$ cat src/sv/aics_pkg.sv
// Shared constants and types of the activator-inhibitor stencil unit.
package aics_pkg;

   localparam int GRID_WIDTH  = 128;
   localparam int GRID_HEIGHT = 128;

   localparam int COL_W = $clog2(GRID_WIDTH);
   localparam int ROW_W = $clog2(GRID_HEIGHT + 3);
   localparam int OUT_W = 7;

   localparam int WEIGHT_W = 8;
   localparam logic [WEIGHT_W-1:0] WEIGHT_RESET = 8'd32;

   // Past rows held per column in the line memory.
   localparam int HIST = 4;

   localparam int WIN_N    = 5;
   localparam int WIN_BITS = WIN_N * WIN_N;
   localparam int CENTRE_BIT = 12;

   // Bit (dy+2)*5+(dx+2): inner 3x3 ring without the center, and the outer ring.
   localparam logic [WIN_BITS-1:0] ACT_MASK = 25'h00729C0;
   localparam logic [WIN_BITS-1:0] INH_MASK = 25'h1F8C63F;

   localparam int ACT_W = 4;
   localparam int INH_W = 5;
   localparam int CMP_W = 13;

   typedef struct packed {
      logic             has_res;
      logic [ROW_W-1:0] crow;
      logic [COL_W-1:0] ccol;
      logic             last;
   } meta_type;

endpackage

$ cat src/sv/aics_channels.sv
// Handshake channels of the activator-inhibitor stencil unit.
interface aics_req_chan;
   logic valid;
   logic ready;
   logic cell_in;
   logic flush;
   modport source (output valid, output cell_in, output flush, input ready);
   modport sink (input valid, input cell_in, input flush, output ready);
endinterface

interface aics_rsp_chan;
   logic                      valid;
   logic                      ready;
   logic                      new_cell;
   logic [aics_pkg::OUT_W-1:0] cell_row;
   logic [aics_pkg::OUT_W-1:0] cell_col;
   logic                      frame_last;
   modport source (output valid, output new_cell, output cell_row, output cell_col,
                   output frame_last, input ready);
   modport sink (input valid, input new_cell, input cell_row, input cell_col,
                 input frame_last, output ready);
endinterface

interface aics_csr_chan;
   logic                         valid;
   logic                         ready;
   logic [aics_pkg::WEIGHT_W-1:0] data;
   modport source (output valid, output data, input ready);
   modport sink (input valid, input data, output ready);
endinterface

$ cat src/sv/aics_rule.sv
// Activator/inhibitor count and the weighted compare for one masked 5x5 window.
module aics_rule (
   input  logic [aics_pkg::WIN_BITS-1:0] win,
   input  logic [aics_pkg::WEIGHT_W-1:0] weight,
   output logic                          new_cell
);

   logic [aics_pkg::ACT_W-1:0] acts;
   logic [aics_pkg::INH_W-1:0] inhs;
   logic [aics_pkg::CMP_W-1:0] lhs;
   logic [aics_pkg::CMP_W-1:0] rhs;

   always_comb begin
      acts = aics_pkg::ACT_W'($countones(win & aics_pkg::ACT_MASK));
      inhs = aics_pkg::INH_W'($countones(win & aics_pkg::INH_MASK));
      // Weight is Q4.4: scale the activator count by 16.
      lhs  = aics_pkg::CMP_W'({acts, 4'b0000});
      rhs  = aics_pkg::CMP_W'(inhs) * aics_pkg::CMP_W'(weight);
      if (lhs < rhs) begin
         new_cell = 1'b0;
      end else if (lhs > rhs) begin
         new_cell = 1'b1;
      end else begin
         new_cell = win[aics_pkg::CENTRE_BIT];
      end
   end

endmodule

$ cat src/sv/activator_inhibitor_ca_stencil_unit.sv
// Top level of the activator-inhibitor cellular automaton stencil unit.
//
// Cells of a 128x128 binary grid enter on req_if in raster order, one item
// per cell; after the last cell the source sends 2*128+2 drain items
// (any value), and a flush item inside the frame is taken and dropped.
// Each rsp_if item carries the next state of one cell with its row and
// column; frame_last marks the final cell of the frame.
// A cell's result leaves with the item that arrives 2*128+2 items after it,
// then passes the line-memory read, window shift and mask, and rule stages.
// Throughput is one item per cycle unless rsp_if stalls: per item, the line
// memory reads column c and writes back column c-1 in the same cycle.
// csr_if writes the inhibitor weight (Q4.4) and is always ready; write it
// only while the block is idle.
// Reset clears the position to row 0, column 0, empties the pipeline and
// sets the weight to 2.0; the line memory is not cleared, rows above the
// grid are masked instead. When rsp_if stalls, the whole pipeline holds and
// req_if.ready drops until the output register is taken.
module activator_inhibitor_ca_stencil_unit (
   input  logic              clock,
   input  logic              reset,
   aics_req_chan.sink        req_if,
   aics_rsp_chan.source      rsp_if,
   aics_csr_chan.sink        csr_if
);

   localparam int RX_W = aics_pkg::ROW_W + 1;
   localparam int CX_W = aics_pkg::COL_W + 1;

   logic adv;
   logic accept;
   logic in_frame;
   logic take;
   logic c_ge2;

   logic [aics_pkg::WEIGHT_W-1:0] weight_ff;
   logic [aics_pkg::ROW_W-1:0]    in_row_ff, in_row_in;
   logic [aics_pkg::COL_W-1:0]    in_col_ff, in_col_in;
   aics_pkg::meta_type            meta_s0;

   logic [aics_pkg::HIST-1:0] line_mem [aics_pkg::GRID_WIDTH];
   logic [aics_pkg::HIST-1:0] rd_data_ff;

   logic                       s1_valid_ff;
   aics_pkg::meta_type         s1_meta_ff;
   logic                       s1_cell_ff;
   logic [aics_pkg::COL_W-1:0] s1_col_ff;

   logic [aics_pkg::WIN_BITS-1:0] win_ff, win_in;
   logic [aics_pkg::WIN_BITS-1:0] win_masked;
   logic [aics_pkg::WIN_N-1:0]    col_new;
   logic [aics_pkg::WIN_N-1:0]    row_ok;
   logic [aics_pkg::WIN_N-1:0]    col_ok;

   logic                          s2_valid_ff;
   aics_pkg::meta_type            s2_meta_ff;
   logic [aics_pkg::WIN_BITS-1:0] s2_win_ff;
   logic                          s2_new_cell;

   logic                       rsp_valid_ff;
   logic                       rsp_new_cell_ff;
   logic [aics_pkg::OUT_W-1:0] rsp_row_ff;
   logic [aics_pkg::OUT_W-1:0] rsp_col_ff;
   logic                       rsp_last_ff;

   assign adv           = !rsp_valid_ff || rsp_if.ready;
   assign req_if.ready  = adv;
   assign accept        = req_if.valid && adv;
   assign csr_if.ready  = 1'b1;

   assign rsp_if.valid      = rsp_valid_ff;
   assign rsp_if.new_cell   = rsp_new_cell_ff;
   assign rsp_if.cell_row   = rsp_row_ff;
   assign rsp_if.cell_col   = rsp_col_ff;
   assign rsp_if.frame_last = rsp_last_ff;

   // Position of the incoming item and the cell whose result it releases.
   always_comb begin
      in_frame = in_row_ff < aics_pkg::ROW_W'(aics_pkg::GRID_HEIGHT);
      take     = accept && !(in_frame && req_if.flush);
      c_ge2    = in_col_ff >= aics_pkg::COL_W'(2);

      meta_s0.has_res = (in_row_ff > aics_pkg::ROW_W'(2))
                        || ((in_row_ff == aics_pkg::ROW_W'(2)) && c_ge2);
      if (c_ge2) begin
         meta_s0.ccol = in_col_ff - aics_pkg::COL_W'(2);
         meta_s0.crow = in_row_ff - aics_pkg::ROW_W'(2);
      end else begin
         meta_s0.ccol = in_col_ff + aics_pkg::COL_W'(aics_pkg::GRID_WIDTH - 2);
         meta_s0.crow = in_row_ff - aics_pkg::ROW_W'(3);
      end
      meta_s0.last = meta_s0.has_res
                     && (meta_s0.crow == aics_pkg::ROW_W'(aics_pkg::GRID_HEIGHT - 1))
                     && (meta_s0.ccol == aics_pkg::COL_W'(aics_pkg::GRID_WIDTH - 1));

      in_row_in = in_row_ff;
      in_col_in = in_col_ff;
      if (meta_s0.last) begin
         in_row_in = '0;
         in_col_in = '0;
      end else if (in_col_ff == aics_pkg::COL_W'(aics_pkg::GRID_WIDTH - 1)) begin
         in_col_in = '0;
         in_row_in = in_row_ff + aics_pkg::ROW_W'(1);
      end else begin
         in_col_in = in_col_ff + aics_pkg::COL_W'(1);
      end
   end

   always_ff @(posedge clock) begin
      if (reset) begin
         weight_ff <= aics_pkg::WEIGHT_RESET;
      end else if (csr_if.valid) begin
         weight_ff <= csr_if.data;
      end
   end

   always_ff @(posedge clock) begin
      if (reset) begin
         in_row_ff <= '0;
         in_col_ff <= '0;
      end else if (take) begin
         in_row_ff <= in_row_in;
         in_col_ff <= in_col_in;
      end
   end

   // Line memory: per column, the four rows above the current one.
   always_ff @(posedge clock) begin
      if (adv) begin
         rd_data_ff <= line_mem[in_col_ff];
      end
      if (s1_valid_ff && adv) begin
         line_mem[s1_col_ff] <= {rd_data_ff[aics_pkg::HIST-2:0], s1_cell_ff};
      end
   end

   // Stage 1: memory data is back; shift the window and mask out-of-grid taps.
   always_comb begin
      col_new = {s1_cell_ff, rd_data_ff[0], rd_data_ff[1], rd_data_ff[2], rd_data_ff[3]};
      for (int k = 0; k < aics_pkg::WIN_N; k++) begin
         row_ok[k] = ({1'b0, s1_meta_ff.crow} + RX_W'(k) >= RX_W'(2))
                     && ({1'b0, s1_meta_ff.crow} + RX_W'(k)
                         < RX_W'(aics_pkg::GRID_HEIGHT + 2));
         col_ok[k] = ({1'b0, s1_meta_ff.ccol} + CX_W'(k) >= CX_W'(2))
                     && ({1'b0, s1_meta_ff.ccol} + CX_W'(k)
                         < CX_W'(aics_pkg::GRID_WIDTH + 2));
      end
      for (int k = 0; k < aics_pkg::WIN_N; k++) begin
         for (int j = 0; j < aics_pkg::WIN_N; j++) begin
            if (j == aics_pkg::WIN_N - 1) begin
               win_in[k*aics_pkg::WIN_N + j] = col_new[k];
            end else begin
               win_in[k*aics_pkg::WIN_N + j] = win_ff[k*aics_pkg::WIN_N + j + 1];
            end
            win_masked[k*aics_pkg::WIN_N + j] = win_in[k*aics_pkg::WIN_N + j]
                                                & row_ok[k] & col_ok[j];
         end
      end
   end

   always_ff @(posedge clock) begin
      if (reset) begin
         s1_valid_ff  <= 1'b0;
         s2_valid_ff  <= 1'b0;
         rsp_valid_ff <= 1'b0;
         win_ff       <= '0;
      end else if (adv) begin
         s1_valid_ff  <= take;
         s2_valid_ff  <= s1_valid_ff && s1_meta_ff.has_res;
         rsp_valid_ff <= s2_valid_ff;
         if (s1_valid_ff) begin
            win_ff <= win_in;
         end
      end
   end

   always_ff @(posedge clock) begin
      if (adv) begin
         s1_meta_ff      <= meta_s0;
         s1_cell_ff      <= in_frame ? req_if.cell_in : 1'b0;
         s1_col_ff       <= in_col_ff;
         s2_meta_ff      <= s1_meta_ff;
         s2_win_ff       <= win_masked;
         rsp_new_cell_ff <= s2_new_cell;
         rsp_row_ff      <= s2_meta_ff.crow[aics_pkg::OUT_W-1:0];
         rsp_col_ff      <= s2_meta_ff.ccol[aics_pkg::OUT_W-1:0];
         rsp_last_ff     <= s2_meta_ff.last;
      end
   end

   aics_rule u_rule (
      .win      (s2_win_ff),
      .weight   (weight_ff),
      .new_cell (s2_new_cell)
   );

endmodule

$ cat src/flat_wrapper.sv
// flat-port wrapper written by rule: the top's interface ports become plain ports
module activator_inhibitor_ca_stencil_unit_flat 
  (clock, reset, req_if_valid, req_if_cell_in, req_if_flush, req_if_ready, rsp_if_valid, rsp_if_new_cell, rsp_if_cell_row, rsp_if_cell_col, rsp_if_frame_last, rsp_if_ready, csr_if_valid, csr_if_data, csr_if_ready);
  aics_req_chan req_if_i ();
  aics_rsp_chan rsp_if_i ();
  aics_csr_chan csr_if_i ();
  input  logic clock;
  input  logic reset;
  input wire logic [$bits(req_if_i.valid)-1:0] req_if_valid;
  input wire logic [$bits(req_if_i.cell_in)-1:0] req_if_cell_in;
  input wire logic [$bits(req_if_i.flush)-1:0] req_if_flush;
  output wire logic [$bits(req_if_i.ready)-1:0] req_if_ready;
  output wire logic [$bits(rsp_if_i.valid)-1:0] rsp_if_valid;
  output wire logic [$bits(rsp_if_i.new_cell)-1:0] rsp_if_new_cell;
  output wire logic [$bits(rsp_if_i.cell_row)-1:0] rsp_if_cell_row;
  output wire logic [$bits(rsp_if_i.cell_col)-1:0] rsp_if_cell_col;
  output wire logic [$bits(rsp_if_i.frame_last)-1:0] rsp_if_frame_last;
  input wire logic [$bits(rsp_if_i.ready)-1:0] rsp_if_ready;
  input wire logic [$bits(csr_if_i.valid)-1:0] csr_if_valid;
  input wire logic [$bits(csr_if_i.data)-1:0] csr_if_data;
  output wire logic [$bits(csr_if_i.ready)-1:0] csr_if_ready;
  assign req_if_i.valid = req_if_valid;
  assign req_if_i.cell_in = req_if_cell_in;
  assign req_if_i.flush = req_if_flush;
  assign req_if_ready = req_if_i.ready;
  assign rsp_if_valid = rsp_if_i.valid;
  assign rsp_if_new_cell = rsp_if_i.new_cell;
  assign rsp_if_cell_row = rsp_if_i.cell_row;
  assign rsp_if_cell_col = rsp_if_i.cell_col;
  assign rsp_if_frame_last = rsp_if_i.frame_last;
  assign rsp_if_i.ready = rsp_if_ready;
  assign csr_if_i.valid = csr_if_valid;
  assign csr_if_i.data = csr_if_data;
  assign csr_if_ready = csr_if_i.ready;
  activator_inhibitor_ca_stencil_unit u_core (.clock(clock), .reset(reset), .req_if(req_if_i), .rsp_if(rsp_if_i), .csr_if(csr_if_i));
endmodule
$ cat config.mk
export PLATFORM = sky130hd
export DESIGN_NAME = activator_inhibitor_ca_stencil_unit_flat
export DESIGN_NICKNAME = d
export VERILOG_FILES = /design/src/sv/aics_pkg.sv /design/src/sv/aics_channels.sv /design/src/sv/aics_rule.sv /design/src/sv/activator_inhibitor_ca_stencil_unit.sv /design/src/flat_wrapper.sv
export SDC_FILE = /design/constraint.sdc
export NUM_CORES = 1
export LEC_CHECK = 0
export BUFFER_PORTS_ARGS = -buffer_cell sky130_fd_sc_hd__buf_4
export CORE_MARGIN = 5
export CORE_UTILIZATION = 50
export DETAILED_ROUTE_END_ITERATION = 12
export PLACE_DENSITY_LB_ADDON = 0.3
export SYNTH_ARGS = -nofsm -noshare
export SYNTH_HDL_FRONTEND = slang
export SYNTH_SLANG_ARGS = --single-unit
$ cat constraint.sdc
create_clock -name clock -period 9.74 [get_ports clock]
set_input_delay 0.974 -clock clock [delete_from_list [all_inputs] [get_ports clock]]
set_output_delay 0.974 -clock clock [all_outputs]
set_load 0.03 [all_outputs]
==> results.md, run 1 <==
* Outcome: finished clean
* Diodes inserted at 0
* Leak at 10.4 nW
* Setup crit end kind: register
* CP Class: reg -> reg
* CP top delay family: adder cells
* Pin count of the biggest net entering global routing at 97
* EDFF count, synth at 596
* Most used cell along the critical path: fa_1
* CP max-delay cell: fa_1
* H-tree depth at 3
* Mapped Cells at 1829
* Max Freq at 0.130 GHz
* Hpwl dp at 36.6 mm
* Final Non-Filler Cells at 2654
* Clock root buffer: clkbuf_16
* Most used DFF post-synth: edfxtp_1
* Crit path largest cell delay at 550 ps
* Fin. Hold Viols at 0
* Die X at 248 um
* CTS buffer count at 66
* Synth area leader: edfxtp_1
* DRT Pass-1 Iters at 5
* Post-synth top cells: 596 x edfxtp_1, 195 x nor2_1, 126 x mux4_2
* Post-route ant nets at 0
* Drc violations at 0
* Hold Crit Start: u_core.s2_meta_ff[11]
* Seq/Total Area, Yosys at 66.3%
* Post-CTS Resized at 0
* Core area at 0.0563 mm2
* 1st-iter DRT viols at 1410
* Synth top area share at 63.1%
* Share of layout cells above drive strength 1 at 15.8%
* Total grt overflow at 0
* Die Span Y at 248 um
* DR vias at 15630
* Async S/R FF share, synth at 0%
* WL/cell at 22.6 um
* CTS clk-pin slew, worst paths at 60 ps
* Routed wire length at 59.9 mm
* Worst hold path endpoint: u_core.rsp_if.cell_row[3]
* Placement Rows at 87
* Final period demand of the worst path at 7710 ps
* Critical Path, Cell by Cell: ha_1 > inv_1 > fa_1 > fa_1 > fa_1 > fa_1 > fa_1 > xnor2_1 > nand2_1 > fa_1 > fa_1 > fa_1 > inv_1 > ha_1 > a21oi_1 > o21bai_1 > a21oi_1 > xor2_1 > ha_1 > nand4b_1 > o221ai_1 > or4_1 > a211oi_1
* Area grow syn2layout at 10.6%
* # setup viols final at 0
* Clock Sinks at 642
* Max_slew headroom at 19.6%
* CTS tree: built
* Reg-to-reg critical path endpoint: u_core.rsp_if.new_cell
* Syn. warnings at 0
* Hold slack final at 412 ps
* Max cap viols at 0
* Routability congestion estimate at 0.870
* Layout Skew at 24.6 ps
* Crit path required time at 10150 ps
* Fin Setup TNS at 0 ps
* Post-synthesis register bit count at 642
* Crit start category: register
* Reg-to-Reg Start: u_core.s2_win_ff[9]
* Power Dens Cells at 185 mW/mm2
* Maximum VDD drop at 0.115 mV
* Global-route wire length before repair at 93.0 mm
* I/O Pins at 34
* Syn Area/Cell at 15.5 um2
* Post-Syn Area at 0.0284 mm2
* Worst skew pair latency at 610 ps
* Post-synth net total at 1941
* Port bufs at 32
* Vias/cell at 5.89
* Vias in the first global route at 15791
* Period utilisation layout at 79.2%
* Initial antenna violation count at 0
* Synth cell types at 71
* Final nets at 1963
* CP max FO at 8
* Worst-Margin Slew at 1210 ps
* RSZ-0062 raised after global routing: false
* GRT Total Usage at 19.6%
* R2R Setup Slk at 2030 ps
* Dominant cells by area after synthesis: edfxtp_1 63%, mux4_2 10%, dfxtp_1 3.2%, ha_1 2.9%, nor2_1 2.6%
* Die area at 0.0616 mm2
* Arrival time worst endpoint at 8130 ps
* Initial Utilization at 50.4%
* Number of setup buffers added after CTS at 0
* Hold_buf cts at 0
* Final core occ at 55.8%
* WP buf/inv at 2
* Max clock buf depth at 3
* Tightest Hold Check Type: reg -> reg
* Inst Count DP at 2539
* Reg2reg path depth at 23
* Count leader, synth: edfxtp_1
* Hold Crit Depth at 0
* Fin. max-slew vios at 0
[logic make-up after synthesis]
kind of cell	after synthesis	share of synthesized area (%)
buffers and inverters	191	2.76
adder cells (fa/ha/maj)	97	5.12
XOR/XNOR	31	0.983
other	1	0.0132
AND/OR/NAND/NOR	499	8.43
multiplexers	183	12.0
flip-flops	642	66.3
AO/OA/AOI/OAI	185	4.36
[through the flow]
step                setup slack, ps  total power, mW  area (um2)
floorplan                      2630             3.32       28400
global placement               2290             3.40       29300
detailed placement             2040             3.40       29300
CTS                            2000             5.86       31400
global route                   1620             6.00       31400
finish                         2030             5.81       31400
[sequential cells by signal, summed over array words and instances (netlist names), 4 cells and up]
signal	flops
u_core.weight_ff	8
u_core.rsp_if.cell_row	7
u_core.in_col_ff	7
u_core.win_ff	20
u_core.line_mem	512
u_core.in_row_ff	8
u_core.rsp_if.cell_col	7
u_core.s2_meta_ff	15
u_core.s1_meta_ff	16
u_core.s2_win_ff	25
u_core.s1_col_ff	7
u_core.rd_data_ff	4
[placed cells by master (no fill, tap or decap), drive strengths merged, types with 35 or more instances in the layout]
cell type / n
dfxtp: 46
edfxtp: 596
buf: 52
nand2: 106
inv: 97
nor2: 195
clkbuf: 82
mux4: 126
nand3: 35
mux2i: 54
a21oi: 59
ha: 65
[worst max path at each step]
stage                   startpoint                     end  depth (start not counted)
4_1_cts        u_core.s2_win_ff[9]  u_core.rsp_if.new_cell                         23
6_report       u_core.s2_win_ff[9]  u_core.rsp_if.new_cell                         23
3_5_place_dp   u_core.s2_win_ff[9]  u_core.rsp_if.new_cell                         23
2_1_floorplan  u_core.s2_win_ff[9]  u_core.rsp_if.new_cell                         23
3_3_place_gp   u_core.s2_win_ff[9]  u_core.rsp_if.new_cell                         23
5_1_grt        u_core.s2_win_ff[9]  u_core.rsp_if.new_cell                         23
[power breakdown]
group          total [mW]  internal [mW]  switching, mW
clock                2.47           1.43           1.03
sequential           3.07           3.04         0.0287
combinational       0.274          0.107          0.167
total                5.81           4.58           1.23
[final cells by class]
class | instances | area, um2
clock buffer | 82 | 1770
clock inverter | 33 | 327
fill | 4357 | 24900
inverter | 93 | 352
multi-input combinational | 996 | 8780
sequential | 642 | 18800
tap | 756 | 946
timing repair buffer | 52 | 390
[metal layers]
| layer | GRT usage, % | vias up | wire length (um) |
|---|---|---|---|
| met3 | 3.71 | 102 | 3870 |
| met1 | 27.3 | 7957 | 25300 |
| met2 | 32.3 | 546 | 29100 |
| met5 | 0 | - | 0 |
| li1 | - | 7025 | - |
| met4 | 5.34 | 0 | 1540 |
(Power assumes the default switching activity.)
==> run 2: changes to the inputs <==
- clock period: 9.74 -> 6.3 ns (I/O delays scaled with it)
==> run 2 against run 1 <==
First-iteration DRC count grew 7.0%. Register-to-register slack lost 2700 ps. Global-route usage grew 0.60 points. The flow now finishes with violations (setup timing). Maximum frequency grew 11%. Clock-buffer cell count shrank 3. Highest routed layer unchanged. Largest power group unchanged. Utilization grew 0.72 points. Sequential power grew 55%. Non-clock buffer count grew 21.
==> results.md, run 2 (synthesized netlist as in run 1, its figures left out) <==
* Outcome: finished with violations
* Failing checks: setup timing
* Hold_buf cts at 0
* Initial antenna violation count at 0
* Maximum VDD drop at 0.216 mV
* Diodes inserted at 0
* GRT Total Usage at 20.2%
* Clock Sinks at 642
* Share of layout cells above drive strength 1 at 18.2%
* DRT Pass-1 Iters at 5
* Routability congestion estimate at 0.832
* Worst setup margin at -649 ps
* H-tree depth at 3
* Die X at 248 um
* Worst hold path endpoint: u_core.weight_ff[5]
* Vias in the first global route at 16182
* CTS buffer count at 67
* WL/cell at 22.7 um
* Worst skew pair latency at 600 ps
* Max clock buf depth at 3
* Leak at 10.6 nW
* Max Freq at 0.144 GHz
* Area grow syn2layout at 12.0%
* Reg-to-reg critical path endpoint: u_core.rsp_if.new_cell
* Max cap viols at 0
* Reg2reg path depth at 23
* Die area at 0.0616 mm2
* Fin. max-slew vios at 0
* Pin count of the biggest net entering global routing at 108
* Worst-Margin Slew at 1090 ps
* Reg-to-Reg Start: u_core.s2_win_ff[10]
* Total chip power at 9.13 mW
* # setup viols final at 1
* Hold Crit Start: csr_if_data[5]
* Hpwl dp at 37.4 mm
* Hold Crit Depth at 2
* Arrival time worst endpoint at 7380 ps
* Placement Rows at 87
* Final Non-Filler Cells at 2681
* 1st-iter DRT viols at 1508
* Post-route ant nets at 0
* Inst Count DP at 2559
* Global-route wire length before repair at 95.4 mm
* R2R Setup Slk at -650 ps
* Initial Utilization at 50.4%
* Port bufs at 32
* Fin area at 0.0318 mm2
* CP Class: reg -> reg
* Drc violations at 0
* Layout Skew at 18.0 ps
* Period utilisation layout at 110%
* Routed wire length at 60.8 mm
* Power Dens Cells at 287 mW/mm2
* Fin. Hold Viols at 0
* Vias/cell at 5.85
* Max reg flops at 512
* Tightest Hold Check Type: in -> reg
* CTS tree: built
* Die Span Y at 248 um
* I/O Pins at 34
* Total grt overflow at 0
* Crit start category: register
* Final period demand of the worst path at 6950 ps
* CTS clk-pin slew, worst paths at 70 ps
* Core area at 0.0563 mm2
* Final nets at 1985
* DR vias at 15688
* Most flop-heavy register: u_core.line_mem
* RSZ-0062 raised after global routing: true
* Crit path required time at 6730 ps
* Setup crit end kind: register
* Commonest non-fill, non-tap cells in the layout: 596 x edfxtp_1, 193 x nor2_1, 126 x mux4_2
* Cell Area, Placed at 0.0295 mm2
* Top Registers: u_core.line_mem: 512 flops, u_core.s2_win_ff: 25 flops, u_core.win_ff: 20 flops
* Max_slew headroom at 27.0%
* CP max FO at 4
* Fin Setup TNS at -649 ps
* Most common cell after layout, fill and taps aside: edfxtp_1
* Clock root buffer: clkbuf_16
-- run 2: stage by stage --
| stage | util [%] | setup slack, ps | hold WS, ps |
|---|---|---|---|
| finish | 56.5 | -649 | 257 |
| global route | 56.5 | -883 | 244 |
| CTS | 56.4 | -702 | 221 |
| detailed placement | 52.4 | -930 | 405 |
| global placement | 52.4 | -734 | 401 |
| floorplan | - | -529 | 400 |
-- run 2: worst max path at each step --
stage	start	end	slack (ps)	cells past startpoint
4_1_cts	u_core.s2_win_ff[10]	u_core.rsp_if.new_cell	-700	25
3_3_place_gp	u_core.s2_win_ff[23]	u_core.rsp_if.new_cell	-730	25
2_1_floorplan	u_core.s2_win_ff[23]	u_core.rsp_if.new_cell	-530	27
3_5_place_dp	u_core.s2_win_ff[23]	u_core.rsp_if.new_cell	-930	25
6_report	u_core.s2_win_ff[10]	u_core.rsp_if.new_cell	-650	23
5_1_grt	u_core.s2_win_ff[10]	u_core.rsp_if.new_cell	-880	25
-- run 2: worst max-delay path: stages, from the launching register on --
cell and delay [ps]:
edfxtp_1 430, ha_4 290, inv_2 30, fa_1 540, fa_1 420, fa_1 460, fa_2 370, fa_2 430
xnor2_4 170, buf_4 140, buf_4 130, and2_1 160, fa_1 470, fa_1 540, inv_1 50, fa_1 530
inv_1 40, ha_1 330, xor2_1 190, ha_1 290, nand4b_1 90, o221ai_1 110, or4_1 420, a211oi_2 170
-- run 2: final cells by class --
| cell class | instances | area (um2) |
|---|---|---|
| Sequential cell | 642 | 18800 |
| Clock buffer | 79 | 1760 |
| Timing Repair Buffer | 73 | 561 |
| Fill cell | 4328 | 24500 |
| Inverter | 93 | 352 |
| Tap cell | 756 | 946 |
| Clock inverter | 42 | 438 |
| Multi-Input combinational cell | 996 | 8910 |
-- run 2: power breakdown --
part           total, mW  internal [mW]  switching, mW
clock               3.95           2.31           1.64
sequential          4.75           4.70         0.0486
combinational      0.427          0.171          0.256
-- run 2: metal layers --
| layer | up-vias | wire, um | GRT usage [%] |
|---|---|---|---|
| met1 | 7960 | 24700 | 27.7 |
| met4 | 0 | 1560 | 6.75 |
| met2 | 577 | 29900 | 33.1 |
| met3 | 79 | 4580 | 4.02 |
| met5 | - | 0 | 0 |
| li1 | 7072 | - | - |
-- run 2: repair_timing --
action | in CTS | in global routing
gates resized for setup | 13 | 5
setup endpoints to repair | 1 | 1
buffers inserted | 0 | 1
pin swaps | 24 | 12
==> run 3: changes to the inputs <==
==> constraint.sdc (replaced) <==
create_clock -name clock -period 6.3 [get_ports clock]
set_input_delay 1.89 -clock clock [delete_from_list [all_inputs] [get_ports clock]]
set_output_delay 1.89 -clock clock [all_outputs]
set_load 0.03 [all_outputs]
==> run 3 against run 2 <==
The run still ends with setup timing left. Utilization fell by 0.12 points. Design area fell by 0.22%. Maximum frequency fell by 1.2%. Clock skew rose by 1.2 ps. Critical path type unchanged. Critical endpoint unchanged. Largest cell class unchanged. Highest routed layer unchanged.
==> results.md, run 3 (synthesized netlist as in run 1, its figures left out) <==
* Final nets at 1985
* Worst skew pair latency at 600 ps
* Hold_buf cts at 0
* Worst setup margin at -735 ps
* I/O Pins at 34
* Fin Setup TNS at -735 ps
* Die Span Y at 248 um
* Top Registers: u_core.line_mem: 512 flops, u_core.s2_win_ff: 25 flops, u_core.win_ff: 20 flops
* Fin. Hold Viols at 0
* Clock root buffer: clkbuf_16
* Total grt overflow at 0
* DR vias at 15760
* Pint at 7.12 mW
* Period utilisation layout at 112%
* Most used cell along the critical path: fa_1
* CP max FO at 3
* Clock Sinks at 642
* Hold slack final at 416 ps
* Max clock buf depth at 3
* CTS tree: built
* Switching Fraction at 21.3%
* Crit start category: register
* CP Class: reg -> reg
* Placement Rows at 87
* Port bufs at 32
* CP top delay family: adder cells
* Crit path required time at 6740 ps
* Hpwl dp at 36.9 mm
* Post-route ant nets at 0
* Fin area at 0.0317 mm2
* 1st-iter DRT viols at 1362
* Drc violations at 0
* Total chip power at 9.04 mW
* Max cap viols at 0
* Outcome: finished with violations
* Combinational Power Share at 4.7%
* Most flop-heavy register: u_core.line_mem
* RSZ-0062 raised after global routing: true
* CTS clk-pin slew, worst paths at 70 ps
* Diodes inserted at 0
* Sequential share of power at 52.5%
* Worst-Margin Slew at 1250 ps
* Area occupied by multi-input gates at 0.00888 mm2
* Commonest non-fill, non-tap cells in the layout: 596 x edfxtp_1, 194 x nor2_1, 126 x mux4_2
* Vias in the first global route at 16097
* Initial Utilization at 50.4%
* CP max-delay cell: fa_1
* WP buf/inv at 3
* Share of layout cells above drive strength 1 at 18.0%
* Setup crit end kind: register
* Max reg flops at 512
* Leak at 10.6 nW
* DRT Pass-1 Iters at 6
* Arrival time worst endpoint at 7480 ps
* Die X at 248 um
* Clock power frac at 42.8%
* Initial antenna violation count at 0
* H-tree depth at 3
* Final period demand of the worst path at 7030 ps
* Routability congestion estimate at 0.859
* Cell Area, Placed at 0.0295 mm2
* GRT Total Usage at 19.8%
* WL/cell at 22.3 um
* NetSw at 1.92 mW
* Global-route wire length before repair at 94.0 mm
* Area grow syn2layout at 11.8%
* Fin. max-slew vios at 0
* Final core occ at 56.4%
* Max_slew headroom at 16.4%
* Die area at 0.0616 mm2
* Seq. cell area at 0.0188 mm2
* CTS buffer count at 66
* Layout Skew at 19.2 ps
* Max Freq at 0.142 GHz
* Core area at 0.0563 mm2
* # setup viols final at 1
* Most common cell after layout, fill and taps aside: edfxtp_1
* Pin count of the biggest net entering global routing at 100
* Failing checks: setup timing
* Maximum VDD drop at 0.194 mV
* Crit path largest cell delay at 540 ps
* Power Dens Cells at 285 mW/mm2
* Vias/cell at 5.88
* Tightest Hold Check Type: reg -> reg
* Fill cells at 4307
* Routed wire length at 59.9 mm
-- run 3: changes by cell type in the layout (fill, tap and decap cells not counted), moves of 2 or more --
| cell | before | now |
|---|---|---|
| nor2b_2 | 4 | 2 |
| inv_1 | 84 | 86 |
| inv_2 | 7 | 5 |
| clkinv_2 | 10 | 14 |
| nor2b_1 | 28 | 30 |
| inv_6 | 6 | 3 |
| clkinvlp_4 | 2 | 5 |
| clkinv_1 | 14 | 11 |
| nor2_4 | 2 | 0 |
-- run 3: stage by stage --
step | setup WS [ps] | cells
global placement | -730 | 2560
global route | -1000 | 2682
floorplan | -529 | 1829
finish | -735 | 2682
CTS | -767 | 2682
detailed placement | -873 | 2560
-- run 3: final timing paths --
kind | from | end | slack [ps] | depth (start not counted)
setup / recovery | u_core.s2_win_ff[9] | u_core.rsp_if.new_cell | -730 | 25
hold / removal | u_core.s2_meta_ff[5] | u_core.rsp_if.cell_col[4] | 420 | 0
setup reg to reg | u_core.s2_win_ff[9] | u_core.rsp_if.new_cell | -730 | 25
hold reg to reg | u_core.s2_meta_ff[5] | u_core.rsp_if.cell_col[4] | 420 | 0
-- run 3: power by group through the flow --
stage | Sequential, mW | Combinational, mW | Clock, mW
after floorplan | 4.86 | 0.270 | 0
after global placement | 4.84 | 0.422 | 0
after detailed placement | 4.84 | 0.430 | 0
after CTS | 4.75 | 0.434 | 3.94
after global routing | 4.75 | 0.467 | 4.13
final | 4.75 | 0.428 | 3.87
-- run 3: cell type report --
type	instances	area share, %
Tap cell	756	2.98
Multi-Input combinational cell	996	28.0
Clock inverter	42	1.28
Clock buffer	79	5.49
Sequential cell	642	59.3
Inverter	93	1.11
Timing Repair Buffer	74	1.83
-- run 3: per-layer routing --
metal  wire [um]  global-route usage [%]  share of wire (%)  vias up
li1            -                       -                  -     7057
met3        3790                    3.40                6.3       87
met4        1410                    5.94                2.4        0
met1       25000                    27.1                 42     8039
met5           0                       0                  0        -
met2       29700                    33.1                 50      577
-- run 3: what timing repair did --
item | CTS | global route
pin swaps | 12 | 7
buffers inserted | 1 | 0
gates cloned | 0 | 0
endpoints found under the setup margin | 1 | 1
gates resized for setup | 5 | 2
